==> src/design/nhrt_pkg.sv <==
// shared types, codes and helpers for the next-hop route table
`timescale 1ns / 1ps
package nhrt_pkg;

   // fixed field widths of the command and result items
   localparam int ADDR_W = 16;
   localparam int PORT_W = 4;
   localparam int DIST_W = 8;
   localparam int CMD_W  = 3;
   localparam int STS_W  = 2;
   localparam int LIM_REG_W = 3;
   localparam logic [LIM_REG_W-1:0] LIM_RESET = 3'd4;

   // command codes
   localparam logic [CMD_W-1:0] CMD_UPDATE = 3'd0;
   localparam logic [CMD_W-1:0] CMD_DETACH = 3'd1;
   localparam logic [CMD_W-1:0] CMD_REMOVE = 3'd2;
   localparam logic [CMD_W-1:0] CMD_QUERY  = 3'd3;
   localparam logic [CMD_W-1:0] CMD_NEXT   = 3'd4;

   // status codes
   localparam logic [STS_W-1:0] STS_OK       = 2'd0;
   localparam logic [STS_W-1:0] STS_NOTFOUND = 2'd1;
   localparam logic [STS_W-1:0] STS_FULL     = 2'd2;

   typedef struct packed {
      logic [CMD_W-1:0]  command;
      logic [ADDR_W-1:0] dest_address;
      logic [PORT_W-1:0] port_number;
      logic [DIST_W-1:0] distance_in;
   } nhrt_req_type;

   typedef struct packed {
      logic [STS_W-1:0]  status;
      logic              found;
      logic [ADDR_W-1:0] route_address;
      logic [PORT_W-1:0] next_port;
      logic [DIST_W-1:0] route_distance;
   } nhrt_rsp_type;

   // operation applied to the slot passing the head of the ring
   typedef struct packed {
      logic upd;
      logic new_slot;
      logic det;
      logic rem;
   } nhrt_op_type;

   // true when pair a ranks after pair b in (distance, port) order
   function automatic logic ranks_after(input logic [DIST_W-1:0] da,
                                        input logic [PORT_W-1:0] pa,
                                        input logic [DIST_W-1:0] db,
                                        input logic [PORT_W-1:0] pb);
      return (da > db) || ((da == db) && (pa > pb));
   endfunction

endpackage

==> src/design/next_hop_route_table_unit.sv <==
// top level of the next-hop route table: ring of slot cells and control
//
//   channel   direction  handshake               payload
//   req       in         req_valid / req_ready   nhrt_req_type
//   rsp       out        rsp_valid / rsp_ready   nhrt_rsp_type
//   csr       in/out     psel, penable, pready   paddr, pwdata, prdata
//
// each item turns the slot ring twice: once to scan for the address,
// a free slot and the route cursor, then once more while the head unit
// edits the chosen slot (detach edits every slot).
// reset clears all slot valid bits at once; no clearing pass.
// a new item is taken while the last result still waits in the output
// register; a stalled result holds the block only at its very end.
`timescale 1ns / 1ps
module next_hop_route_table_unit import nhrt_pkg::*; #(
   parameter int DEST_SLOTS = 64,
   parameter int NEXT_HOPS  = 4
) (
   input  logic         clock,
   input  logic         reset,
   input  logic         req_valid,
   output logic         req_ready,
   input  nhrt_req_type req_payload,
   output logic         rsp_valid,
   input  logic         rsp_ready,
   output nhrt_rsp_type rsp_payload,
   input  logic         psel,
   input  logic         penable,
   input  logic         pwrite,
   input  logic [2:0]   paddr,
   input  logic [31:0]  pwdata,
   output logic [31:0]  prdata,
   output logic         pready
);

   localparam int IW = (DEST_SLOTS > 1) ? $clog2(DEST_SLOTS) : 1;
   localparam int CW = $clog2(DEST_SLOTS + 1);
   localparam int LW = $clog2(NEXT_HOPS + 1);

   typedef enum logic [1:0] {ST_IDLE, ST_SCAN, ST_APPLY, ST_DONE} state_type;

   state_type         state_ff;
   logic [IW-1:0]     cnt_ff;
   logic [CW-1:0]     cursor_ff;
   logic [LIM_REG_W-1:0] limit_ff;
   nhrt_req_type      cmd_ff;
   logic              match_ok_ff, free_ok_ff, hita_ok_ff, hitb_ok_ff;
   logic [IW-1:0]     match_idx_ff, free_idx_ff, hita_idx_ff, hitb_idx_ff;
   logic              res_found_ff;
   logic [ADDR_W-1:0] res_addr_ff;
   logic [PORT_W-1:0] res_port_ff;
   logic [DIST_W-1:0] res_dist_ff;
   logic              rsp_valid_ff;
   nhrt_rsp_type      rsp_ff;

   logic                         c_valid [DEST_SLOTS];
   logic [ADDR_W-1:0]            c_key   [DEST_SLOTS];
   logic [NEXT_HOPS-1:0]         c_hv    [DEST_SLOTS];
   logic [NEXT_HOPS-1:0][PORT_W-1:0] c_port [DEST_SLOTS];
   logic [NEXT_HOPS-1:0][DIST_W-1:0] c_dist [DEST_SLOTS];
   logic                         n_valid [DEST_SLOTS];
   logic [ADDR_W-1:0]            n_key   [DEST_SLOTS];
   logic [NEXT_HOPS-1:0]         n_hv    [DEST_SLOTS];
   logic [NEXT_HOPS-1:0][PORT_W-1:0] n_port [DEST_SLOTS];
   logic [NEXT_HOPS-1:0][DIST_W-1:0] n_dist [DEST_SLOTS];

   logic              shift;
   logic              last;
   logic              tgt_ok;
   logic [IW-1:0]     tgt_idx;
   logic              hit;
   logic [LW-1:0]     limit;
   logic              after_cur;
   nhrt_op_type       op;
   logic              best_ok;
   logic [PORT_W-1:0] best_port;
   logic [DIST_W-1:0] best_dist;
   logic [STS_W-1:0]  status;

   assign shift     = (state_ff == ST_SCAN) || (state_ff == ST_APPLY);
   assign last      = (cnt_ff == IW'(DEST_SLOTS - 1));
   assign req_ready = (state_ff == ST_IDLE);
   assign rsp_valid   = rsp_valid_ff;
   assign rsp_payload = rsp_ff;
   assign pready      = 1'b1;

   // register file read
   assign prdata = (paddr[2] == 1'b0) ? {{(32-LIM_REG_W){1'b0}}, limit_ff} : '0;

   // effective pair limit, clamped to one .. NEXT_HOPS
   always_comb begin
      if (limit_ff == '0)
         limit = LW'(1);
      else if (32'(limit_ff) > NEXT_HOPS)
         limit = LW'(NEXT_HOPS);
      else
         limit = LW'(limit_ff);
   end

   // ring of slot cells; the head slot returns through the edit unit
   for (genvar g = 0; g < DEST_SLOTS; g++) begin : g_cell
      if (g == DEST_SLOTS - 1) begin : g_tail
         assign n_valid[g] = 1'b0;
         assign n_key[g]   = '0;
         assign n_hv[g]    = '0;
         assign n_port[g]  = '0;
         assign n_dist[g]  = '0;
      end else begin : g_link
         assign n_valid[g] = c_valid[g+1];
         assign n_key[g]   = c_key[g+1];
         assign n_hv[g]    = c_hv[g+1];
         assign n_port[g]  = c_port[g+1];
         assign n_dist[g]  = c_dist[g+1];
      end
   end

   logic                             h_valid;
   logic [ADDR_W-1:0]                h_key;
   logic [NEXT_HOPS-1:0]             h_hv;
   logic [NEXT_HOPS-1:0][PORT_W-1:0] h_port;
   logic [NEXT_HOPS-1:0][DIST_W-1:0] h_dist;

   for (genvar g = 0; g < DEST_SLOTS; g++) begin : g_slot
      if (g == DEST_SLOTS - 1) begin : g_last
         nhrt_cell #(.NH(NEXT_HOPS)) u_cell (
            .clock(clock), .reset(reset), .shift(shift),
            .valid_in(h_valid), .key_in(h_key), .hv_in(h_hv),
            .port_in(h_port), .dist_in(h_dist),
            .valid_out(c_valid[g]), .key_out(c_key[g]), .hv_out(c_hv[g]),
            .port_out(c_port[g]), .dist_out(c_dist[g])
         );
      end else begin : g_mid
         nhrt_cell #(.NH(NEXT_HOPS)) u_cell (
            .clock(clock), .reset(reset), .shift(shift),
            .valid_in(n_valid[g]), .key_in(n_key[g]), .hv_in(n_hv[g]),
            .port_in(n_port[g]), .dist_in(n_dist[g]),
            .valid_out(c_valid[g]), .key_out(c_key[g]), .hv_out(c_hv[g]),
            .port_out(c_port[g]), .dist_out(c_dist[g])
         );
      end
   end

   // slot chosen by the scan
   always_comb begin
      tgt_ok  = 1'b0;
      tgt_idx = match_idx_ff;
      unique case (cmd_ff.command)
         CMD_UPDATE: begin
            tgt_ok  = match_ok_ff || free_ok_ff;
            tgt_idx = match_ok_ff ? match_idx_ff : free_idx_ff;
         end
         CMD_REMOVE, CMD_QUERY: begin
            tgt_ok = match_ok_ff;
         end
         CMD_NEXT: begin
            tgt_ok  = hita_ok_ff || hitb_ok_ff;
            tgt_idx = hita_ok_ff ? hita_idx_ff : hitb_idx_ff;
         end
         default: begin
            tgt_ok = 1'b0;
         end
      endcase
   end

   assign hit = (state_ff == ST_APPLY) && tgt_ok && (cnt_ff == tgt_idx);

   // operation on the head slot
   always_comb begin
      op.upd      = hit && (cmd_ff.command == CMD_UPDATE);
      op.new_slot = hit && (cmd_ff.command == CMD_UPDATE) && !match_ok_ff;
      op.rem      = hit && (cmd_ff.command == CMD_REMOVE);
      op.det      = (state_ff == ST_APPLY) && (cmd_ff.command == CMD_DETACH);
   end

   nhrt_hop_unit #(.NH(NEXT_HOPS), .LW(LW)) u_hop (
      .op(op), .key(cmd_ff.dest_address), .port(cmd_ff.port_number),
      .new_dist(cmd_ff.distance_in), .limit(limit),
      .s_valid(c_valid[0]), .s_key(c_key[0]), .s_hv(c_hv[0]),
      .s_port(c_port[0]), .s_dist(c_dist[0]),
      .m_valid(h_valid), .m_key(h_key), .m_hv(h_hv),
      .m_port(h_port), .m_dist(h_dist),
      .best_ok(best_ok), .best_port(best_port), .best_dist(best_dist)
   );

   // head slot lies at or after the route cursor, or the cursor holds the end marker
   assign after_cur = (cursor_ff >= CW'(DEST_SLOTS)) || (CW'(cnt_ff) >= cursor_ff);

   // result status
   always_comb begin
      status = STS_OK;
      unique case (cmd_ff.command)
         CMD_UPDATE: if (!match_ok_ff && !free_ok_ff) status = STS_FULL;
         CMD_REMOVE: if (!match_ok_ff) status = STS_NOTFOUND;
         CMD_QUERY, CMD_NEXT: if (!res_found_ff) status = STS_NOTFOUND;
         default: status = STS_OK;
      endcase
   end

   // sequencer, scan records, results and registers
   always_ff @(posedge clock) begin
      if (reset) begin
         state_ff     <= ST_IDLE;
         cnt_ff       <= '0;
         cursor_ff    <= CW'(DEST_SLOTS);
         limit_ff     <= LIM_RESET;
         rsp_valid_ff <= 1'b0;
      end else begin
         if (psel && penable && pwrite && paddr[2] == 1'b0)
            limit_ff <= pwdata[LIM_REG_W-1:0];
         if (rsp_valid_ff && rsp_ready && state_ff != ST_DONE)
            rsp_valid_ff <= 1'b0;
         unique case (state_ff)
            ST_IDLE: begin
               if (req_valid) begin
                  cmd_ff       <= req_payload;
                  match_ok_ff  <= 1'b0;
                  free_ok_ff   <= 1'b0;
                  hita_ok_ff   <= 1'b0;
                  hitb_ok_ff   <= 1'b0;
                  res_found_ff <= 1'b0;
                  res_addr_ff  <= '0;
                  res_port_ff  <= '0;
                  res_dist_ff  <= '0;
                  cnt_ff       <= '0;
                  state_ff     <= ST_SCAN;
               end
            end
            ST_SCAN: begin
               if (c_valid[0] && c_key[0] == cmd_ff.dest_address && !match_ok_ff) begin
                  match_ok_ff  <= 1'b1;
                  match_idx_ff <= cnt_ff;
               end
               if (!c_valid[0] && !free_ok_ff) begin
                  free_ok_ff  <= 1'b1;
                  free_idx_ff <= cnt_ff;
               end
               if (c_valid[0] && after_cur && !hita_ok_ff) begin
                  hita_ok_ff  <= 1'b1;
                  hita_idx_ff <= cnt_ff;
               end
               if (c_valid[0] && !hitb_ok_ff) begin
                  hitb_ok_ff  <= 1'b1;
                  hitb_idx_ff <= cnt_ff;
               end
               cnt_ff <= last ? '0 : cnt_ff + 1'b1;
               if (last) state_ff <= ST_APPLY;
            end
            ST_APPLY: begin
               if (hit) begin
                  priority case (cmd_ff.command)
                     CMD_UPDATE: if (!match_ok_ff) cursor_ff <= CW'(cnt_ff);
                     CMD_QUERY: begin
                        res_found_ff <= best_ok;
                        res_port_ff  <= best_port;
                     end
                     CMD_NEXT: begin
                        res_found_ff <= 1'b1;
                        res_addr_ff  <= c_key[0];
                        res_dist_ff  <= best_ok ? best_dist : '0;
                        cursor_ff    <= CW'(cnt_ff) + 1'b1;
                     end
                     default: res_found_ff <= res_found_ff;
                  endcase
               end
               cnt_ff <= last ? '0 : cnt_ff + 1'b1;
               if (last) state_ff <= ST_DONE;
            end
            ST_DONE: begin
               if (!rsp_valid_ff || rsp_ready) begin
                  rsp_valid_ff          <= 1'b1;
                  rsp_ff.status         <= status;
                  rsp_ff.found          <= res_found_ff;
                  rsp_ff.route_address  <= res_addr_ff;
                  rsp_ff.next_port      <= res_port_ff;
                  rsp_ff.route_distance <= res_dist_ff;
                  state_ff              <= ST_IDLE;
               end
            end
            default: state_ff <= ST_IDLE;
         endcase
      end
   end

   // cursor never points past the end marker
   a_cursor_range: assert property (@(posedge clock) disable iff (reset)
      cursor_ff <= CW'(DEST_SLOTS))
      else $error("route cursor out of range");

   // an accepted item starts the scan
   a_accept_scan: assert property (@(posedge clock) disable iff (reset)
      (req_valid && req_ready) |=> (state_ff == ST_SCAN && cnt_ff == '0))
      else $error("accepted item did not start a scan");

   // a finished item lands in the output register
   a_done_out: assert property (@(posedge clock) disable iff (reset)
      (state_ff == ST_DONE && (!rsp_valid_ff || rsp_ready)) |=> rsp_valid_ff)
      else $error("finished item lost");

   // a found answer always reports status ok
   a_found_ok: assert property (@(posedge clock) disable iff (reset)
      (rsp_valid_ff && rsp_ff.found) |-> (rsp_ff.status == STS_OK))
      else $error("found result with error status");

   // the ring only turns while an item is at work
   a_ring_idle: assert property (@(posedge clock) disable iff (reset)
      (state_ff == ST_IDLE) |-> !shift)
      else $error("ring turned while idle");

endmodule

==> src/design/nhrt_cell.sv <==
// one destination slot of the ring: key and next-hop pairs
`timescale 1ns / 1ps
module nhrt_cell import nhrt_pkg::*; #(
   parameter int NH = 4
) (
   input  logic                      clock,
   input  logic                      reset,
   input  logic                      shift,
   input  logic                      valid_in,
   input  logic [ADDR_W-1:0]         key_in,
   input  logic [NH-1:0]             hv_in,
   input  logic [NH-1:0][PORT_W-1:0] port_in,
   input  logic [NH-1:0][DIST_W-1:0] dist_in,
   output logic                      valid_out,
   output logic [ADDR_W-1:0]         key_out,
   output logic [NH-1:0]             hv_out,
   output logic [NH-1:0][PORT_W-1:0] port_out,
   output logic [NH-1:0][DIST_W-1:0] dist_out
);

   logic                      valid_ff;
   logic [ADDR_W-1:0]         key_ff;
   logic [NH-1:0]             hv_ff;
   logic [NH-1:0][PORT_W-1:0] port_ff;
   logic [NH-1:0][DIST_W-1:0] dist_ff;

   // valid bits are control state
   always_ff @(posedge clock) begin
      if (reset) begin
         valid_ff <= 1'b0;
         hv_ff    <= '0;
      end else if (shift) begin
         valid_ff <= valid_in;
         hv_ff    <= hv_in;
      end
   end

   // slot contents move to the neighbor while the ring turns
   always_ff @(posedge clock) begin
      if (shift) begin
         key_ff  <= key_in;
         port_ff <= port_in;
         dist_ff <= dist_in;
      end
   end

   assign valid_out = valid_ff;
   assign key_out   = key_ff;
   assign hv_out    = hv_ff;
   assign port_out  = port_ff;
   assign dist_out  = dist_ff;

endmodule

==> src/design/nhrt_hop_unit.sv <==
// edits the slot at the head of the ring and finds its best pair
`timescale 1ns / 1ps
module nhrt_hop_unit import nhrt_pkg::*; #(
   parameter int NH = 4,
   parameter int LW = 3
) (
   input  nhrt_op_type               op,
   input  logic [ADDR_W-1:0]         key,
   input  logic [PORT_W-1:0]         port,
   input  logic [DIST_W-1:0]         new_dist,
   input  logic [LW-1:0]             limit,
   input  logic                      s_valid,
   input  logic [ADDR_W-1:0]         s_key,
   input  logic [NH-1:0]             s_hv,
   input  logic [NH-1:0][PORT_W-1:0] s_port,
   input  logic [NH-1:0][DIST_W-1:0] s_dist,
   output logic                      m_valid,
   output logic [ADDR_W-1:0]         m_key,
   output logic [NH-1:0]             m_hv,
   output logic [NH-1:0][PORT_W-1:0] m_port,
   output logic [NH-1:0][DIST_W-1:0] m_dist,
   output logic                      best_ok,
   output logic [PORT_W-1:0]         best_port,
   output logic [DIST_W-1:0]         best_dist
);

   localparam int IXW = (NH > 1) ? $clog2(NH) : 1;

   logic                      b_valid;
   logic [ADDR_W-1:0]         b_key;
   logic [NH-1:0]             b_hv;
   logic [LW-1:0]             b_rank [NH];
   logic [LW-1:0]             m_rank [NH];
   logic [NH-1:0]             e_hv;
   logic [NH-1:0][PORT_W-1:0] e_port;
   logic [NH-1:0][DIST_W-1:0] e_dist;
   logic                      changed;
   logic                      hit_ok;
   logic                      free_ok;
   logic [IXW-1:0]            hit_i;
   logic [IXW-1:0]            free_i;
   logic [IXW-1:0]            worst_i;

   // a new destination starts from an empty slot
   always_comb begin
      b_valid = op.new_slot ? 1'b1 : s_valid;
      b_key   = op.new_slot ? key : s_key;
      b_hv    = op.new_slot ? '0 : s_hv;
   end

   // rank of each pair: how many valid pairs rank before it
   always_comb begin
      for (int i = 0; i < NH; i++) begin
         b_rank[i] = '0;
         for (int j = 0; j < NH; j++) begin
            if (j != i && b_hv[j] && ranks_after(s_dist[i], s_port[i], s_dist[j], s_port[j]))
               b_rank[i] = b_rank[i] + 1'b1;
         end
      end
   end

   // best pair of the incoming slot
   always_comb begin
      best_ok   = |s_hv;
      best_port = '0;
      best_dist = '0;
      for (int i = 0; i < NH; i++) begin
         if (s_hv[i] && b_rank[i] == '0) begin
            best_port = s_port[i];
            best_dist = s_dist[i];
         end
      end
   end

   // matching port, first free entry, worst pair
   always_comb begin
      hit_ok  = 1'b0;
      free_ok = 1'b0;
      hit_i   = '0;
      free_i  = '0;
      worst_i = '0;
      for (int i = 0; i < NH; i++) begin
         if (b_hv[i] && s_port[i] == port) begin
            hit_ok = 1'b1;
            hit_i  = IXW'(i);
         end
         if (!b_hv[i] && !free_ok) begin
            free_ok = 1'b1;
            free_i  = IXW'(i);
         end
         if (b_hv[i] && b_rank[i] == LW'(NH-1))
            worst_i = IXW'(i);
      end
   end

   // insert or change the pair
   always_comb begin
      e_hv    = b_hv;
      e_port  = s_port;
      e_dist  = s_dist;
      changed = 1'b0;
      if (op.upd) begin
         if (hit_ok) begin
            if (s_dist[hit_i] != new_dist) begin
               e_dist[hit_i] = new_dist;
               changed       = 1'b1;
            end
         end else if (free_ok) begin
            e_hv[free_i]   = 1'b1;
            e_port[free_i] = port;
            e_dist[free_i] = new_dist;
            changed        = 1'b1;
         end else if (!ranks_after(new_dist, port, s_dist[worst_i], s_port[worst_i])) begin
            e_port[worst_i] = port;
            e_dist[worst_i] = new_dist;
            changed         = 1'b1;
         end
      end
   end

   // ranks after the edit, for trimming to the limit
   always_comb begin
      for (int i = 0; i < NH; i++) begin
         m_rank[i] = '0;
         for (int j = 0; j < NH; j++) begin
            if (j != i && e_hv[j] && ranks_after(e_dist[i], e_port[i], e_dist[j], e_port[j]))
               m_rank[i] = m_rank[i] + 1'b1;
         end
      end
   end

   // trim, detach and remove
   always_comb begin
      m_valid = b_valid;
      m_key   = b_key;
      m_hv    = e_hv;
      m_port  = e_port;
      m_dist  = e_dist;
      if (changed) begin
         for (int i = 0; i < NH; i++) begin
            if (m_rank[i] >= limit) m_hv[i] = 1'b0;
         end
      end
      if (op.det && b_valid) begin
         for (int i = 0; i < NH; i++) begin
            if (s_port[i] == port) m_hv[i] = 1'b0;
         end
         if (m_hv == '0) m_valid = 1'b0;
      end
      if (op.rem) begin
         m_valid = 1'b0;
         m_hv    = '0;
      end
   end

endmodule

==> config.mk <==
export PLATFORM = sky130hd
export DESIGN_NAME = next_hop_route_table_unit
export DESIGN_NICKNAME = d
export VERILOG_FILES = /design/src/design/nhrt_pkg.sv /design/src/design/next_hop_route_table_unit.sv /design/src/design/nhrt_cell.sv /design/src/design/nhrt_hop_unit.sv
export SDC_FILE = /design/constraint.sdc
export NUM_CORES = 2
export LEC_CHECK = 0
export BUFFER_PORTS_ARGS = -buffer_cell sky130_fd_sc_hd__buf_2
export CAP_MARGIN = 20
export CORE_MARGIN = 3
export CORE_UTILIZATION = 39
export CTS_CLUSTER_DIAMETER = 200
export DETAILED_ROUTE_END_ITERATION = 8
export PLACE_DENSITY = 0.59
export SYNTH_ARGS = -nofsm -noshare
export SYNTH_HDL_FRONTEND = slang
export SYNTH_SLANG_ARGS = --single-unit
==> constraint.sdc <==
create_clock -name clock -period 255.1 [get_ports clock]
set_clock_uncertainty 0.15 [all_clocks]
set_input_delay 12.755 -clock clock [delete_from_list [all_inputs] [get_ports clock]]
set_output_delay 12.755 -clock clock [all_outputs]
set_load 0.1 [all_outputs]
==> flow_summary.yaml <==
yosys:
  synthFlopType: "edfxtp_1"
  yosysUniqueCellTypes: 93
  synth_async_sr_flop_share_pct: 0
  synth_top_area_cell: "edfxtp_1"
  synthCells: 6682
  synth_warnings: 0
  syn_area_sq_um: 148000
  yosysSeqAreaShare_pct: 90.3
  synth_top_cells_by_area: "edfxtp_1 (86%), dfxtp_1 (4.6%), mux2i_1 (2.4%)"
  synth_top_cell_area_share_pct: 85.7
  avgSynthCellArea_sq_um: 22.1
  synth-seq-cells: 4554
  synth-edff-count: 4215
floorplan:
  fp.dieArea_sq_um: 386000
  start_util_pct: 39.2
  boundaryPins: 139
  die_x_um: 621
  die_h_um: 621
  num_rows: 225
  core_area_sq_um: 376000
timing:
  finalWorstSetupSlack_ps: 228790
  setup_viol: 0
  maxSlewViolCount: 0
  max_clock_freq_mhz: 38.0
  rsz0062_at_grt: "false"
  worst_slew_pin_slew_ps: 1200
  period_needed_ps: 26310
  finalHoldViolCount: 0
  setup-tns-final_ps: 0
  maxSlewHeadroom_pct: 18.9
  fin_crit_sh_pct: 10.3
routing:
  ant_nets: 0
  drcViolationCount: 0
  wl_per_cell_um: 17.4
  drtIter0Drc: 5305
  num_vias: 57395
  finalWirelength_mm: 217
  viasPerCell: 4.58
  dr.pass1.iters: 8
pwr:
  power_frac_clock_pct: 30.2
  p_sw_share_pct: 26.0
  seq_power_share_pct: 57.0
  pwr-share-comb_pct: 12.9
  power_switching_w: 0.000540
  intPower_w: 0.00154
  power_density_nw_per_um2: 12.3
  leakage_nw: 49.5
  ir_worst_vdd_mv: 0.0185
final_layout:
  seq_area_sq_um: 133000
  drive_gt1_share_pct: 11.2
  design_area_sq_um: 169000
  areaGrowthSynthToFinish_pct: 14.3
  multi_input_area_sq_um: 13200
  fin_cells: 12518
  fill_cells: 31143
  final_util_pct: 44.8
  final_nets: 7415
placement:
  place_ws_ps: 228800
  io_buffers: 77
  dp.final_hpwl_mm: 123
  place_area_sq_um: 154000
  globalplace.congestion: 0.826
  place_inst: 11700
clocking:
  clkSinkCount: 4554
  cts-root-buf: "clkbuf_16"
  clk_latency_ps: 950
  hold_buffers: 0
  cts_tree: "done"
  clock_path_buffers: 4
  post_cts_resized: 0
  htree_levels: 5
  cts_setup_buffers: 0
  clk_pin_slew_ps: 60
  numCtsBuffers: 436
worst_setup_path:
  worstPathRequired_ps: 242190
  cp_max_fo: 4
  startpoint_type: "primary input"
  arrival_ps: 13400
  worstSetupEndpointType: "output pin"
  path_class: "primary input to output pin"
global_routing:
  grt_antenna_before_repair: 23
  grt_pass1_vias: 56743
  grt_pass1_wl_mm: 337
  overflow: 0
  track_usage_pct: 11.0
  grt_max_degree: 227
flow_run:
  drv_cap: 0
outcome:
  status: "finished, final reports clean"
hold_path:
  hold_path.class: "flip-flop to flip-flop"
## synth_stat cells, types with 8 or more instances
cell / count
a211oi_1: 31
a21o_1: 43
a21oi_1: 94
a221o_1: 10
a221oi_1: 12
a22oi_1: 8
and2_1: 29
and3_1: 17
buf_1: 33
buf_4: 32
clkbuf_1: 94
dfxtp_1: 339
edfxtp_1: 4215
ha_1: 189
inv_1: 127
mux2_2: 15
mux2i_1: 352
nand2_1: 139
nand2b_1: 36
nand3_1: 29
nand4_1: 30
nor2_1: 431
nor2b_1: 23
nor3_1: 14
nor4_1: 9
o211ai_1: 19
o21a_1: 12
o21ai_0: 73
o22ai_1: 14
o31ai_1: 10
or3_1: 8
xnor2_1: 24
xor2_1: 31
## worst max-delay path, stage by stage
cell,delay (ps)
buf_2,110
nor2b_1,100
buf_2,430
## worst paths after layout
check / from / depth (start not counted) / slack, ps / end
setup / recovery: paddr[2] / 3 / 228790 / prdata[1]
hold / removal: g_slot[32].g_mid.u_cell.dist_out[3] / 0 / 210 / g_slot[31].g_mid.u_cell.dist_out[3]
setup reg to reg: cmd_ff[30] / 43 / 242130 / g_slot[63].g_last.u_cell.hv_out[3]
hold reg to reg: g_slot[32].g_mid.u_cell.dist_out[3] / 0 / 210 / g_slot[31].g_mid.u_cell.dist_out[3]
## layout make-up
type	count	area share, %
clock inverter	255	1.55
timing repair buffer	170	0.760
inverter	129	0.290
sequential	4554	79.0
clock buffer	551	6.85
multi-input combinational	1862	7.84
antenna	3	0.00445
tap	4994	3.70
## sequential cells by signal, indices dropped and copies added (netlist names), 2 cells and up
name                           cells
g_slot.g_last.u_cell.dist_out     32
cmd_ff                            31
cursor_ff                          7
res_addr_ff                       16
rsp_payload                       31
state_ff                           2
g_slot.g_mid.u_cell.hv_out       252
hita_idx_ff                        6
g_slot.g_last.u_cell.key_out      16
cnt_ff                             6
g_slot.g_mid.u_cell.valid_out     63
free_idx_ff                        6
res_dist_ff                        8
g_slot.g_last.u_cell.port_out     16
hitb_idx_ff                        6
g_slot.g_mid.u_cell.dist_out    2016
g_slot.g_last.u_cell.hv_out        4
g_slot.g_mid.u_cell.key_out     1008
g_slot.g_mid.u_cell.port_out    1008
limit_ff                           3
match_idx_ff                       6
res_port_ff                        4
## cells in the final DEF (no fill, tap or decap), types with 91 or more instances in the layout
master        n
ha_1        188
nand2_1     139
clkbuf_1     96
inv_1       127
edfxtp_1   4215
clkbuf_16   439
clkinv_1     91
mux2i_1     352
nor2_1      429
a21oi_1      93
dfxtp_1     339
## cell families (layout without fill, tap and decap cells)
group	Yosys count	in the layout	share of synthesized area, %
buf+inv	294	1105	0.846
simple gates	813	813	2.51
flops	4554	4554	90.3
xor+xnor	55	55	0.326
fa+ha+maj	191	191	1.61
compound gates	404	404	1.87
other cells	2	33	0.00509
mux	369	369	2.52
## metal layers
metal	vias up	wire length [um]	GRT usage, %
met3	425	10500	2.20
met5	-	0	0
met4	0	5540	3.36
met2	1063	94100	15.8
li1	26914	-	-
met1	28993	107000	17.0
## through the flow
| stage | power [W] | hold WS, ps |
|---|---|---|
| 6_report | 0.00208 | 214 |
| 5_1_grt | 0.00218 | 224 |
| 4_1_cts | 0.00211 | 210 |
| 3_5_place_dp | 0.00148 | 255 |
| 3_3_place_gp | 0.00146 | 250 |
| 2_1_floorplan | 0.00334 | 250 |
## power groups by stage
| stage | Sequential, W | Clock [W] | Combinational, W |
|---|---|---|---|
| detailed placement | 0.00120 | 0 | 0.000276 |
| floorplan | 0.00315 | 0 | 0.000198 |
| global route | 0.00120 | 0.000679 | 0.000297 |
| global placement | 0.00119 | 0 | 0.000266 |
| finish | 0.00118 | 0.000626 | 0.000267 |
| CTS | 0.00119 | 0.000649 | 0.000273 |
No activity file was read; power rests on OpenSTA's default activity.
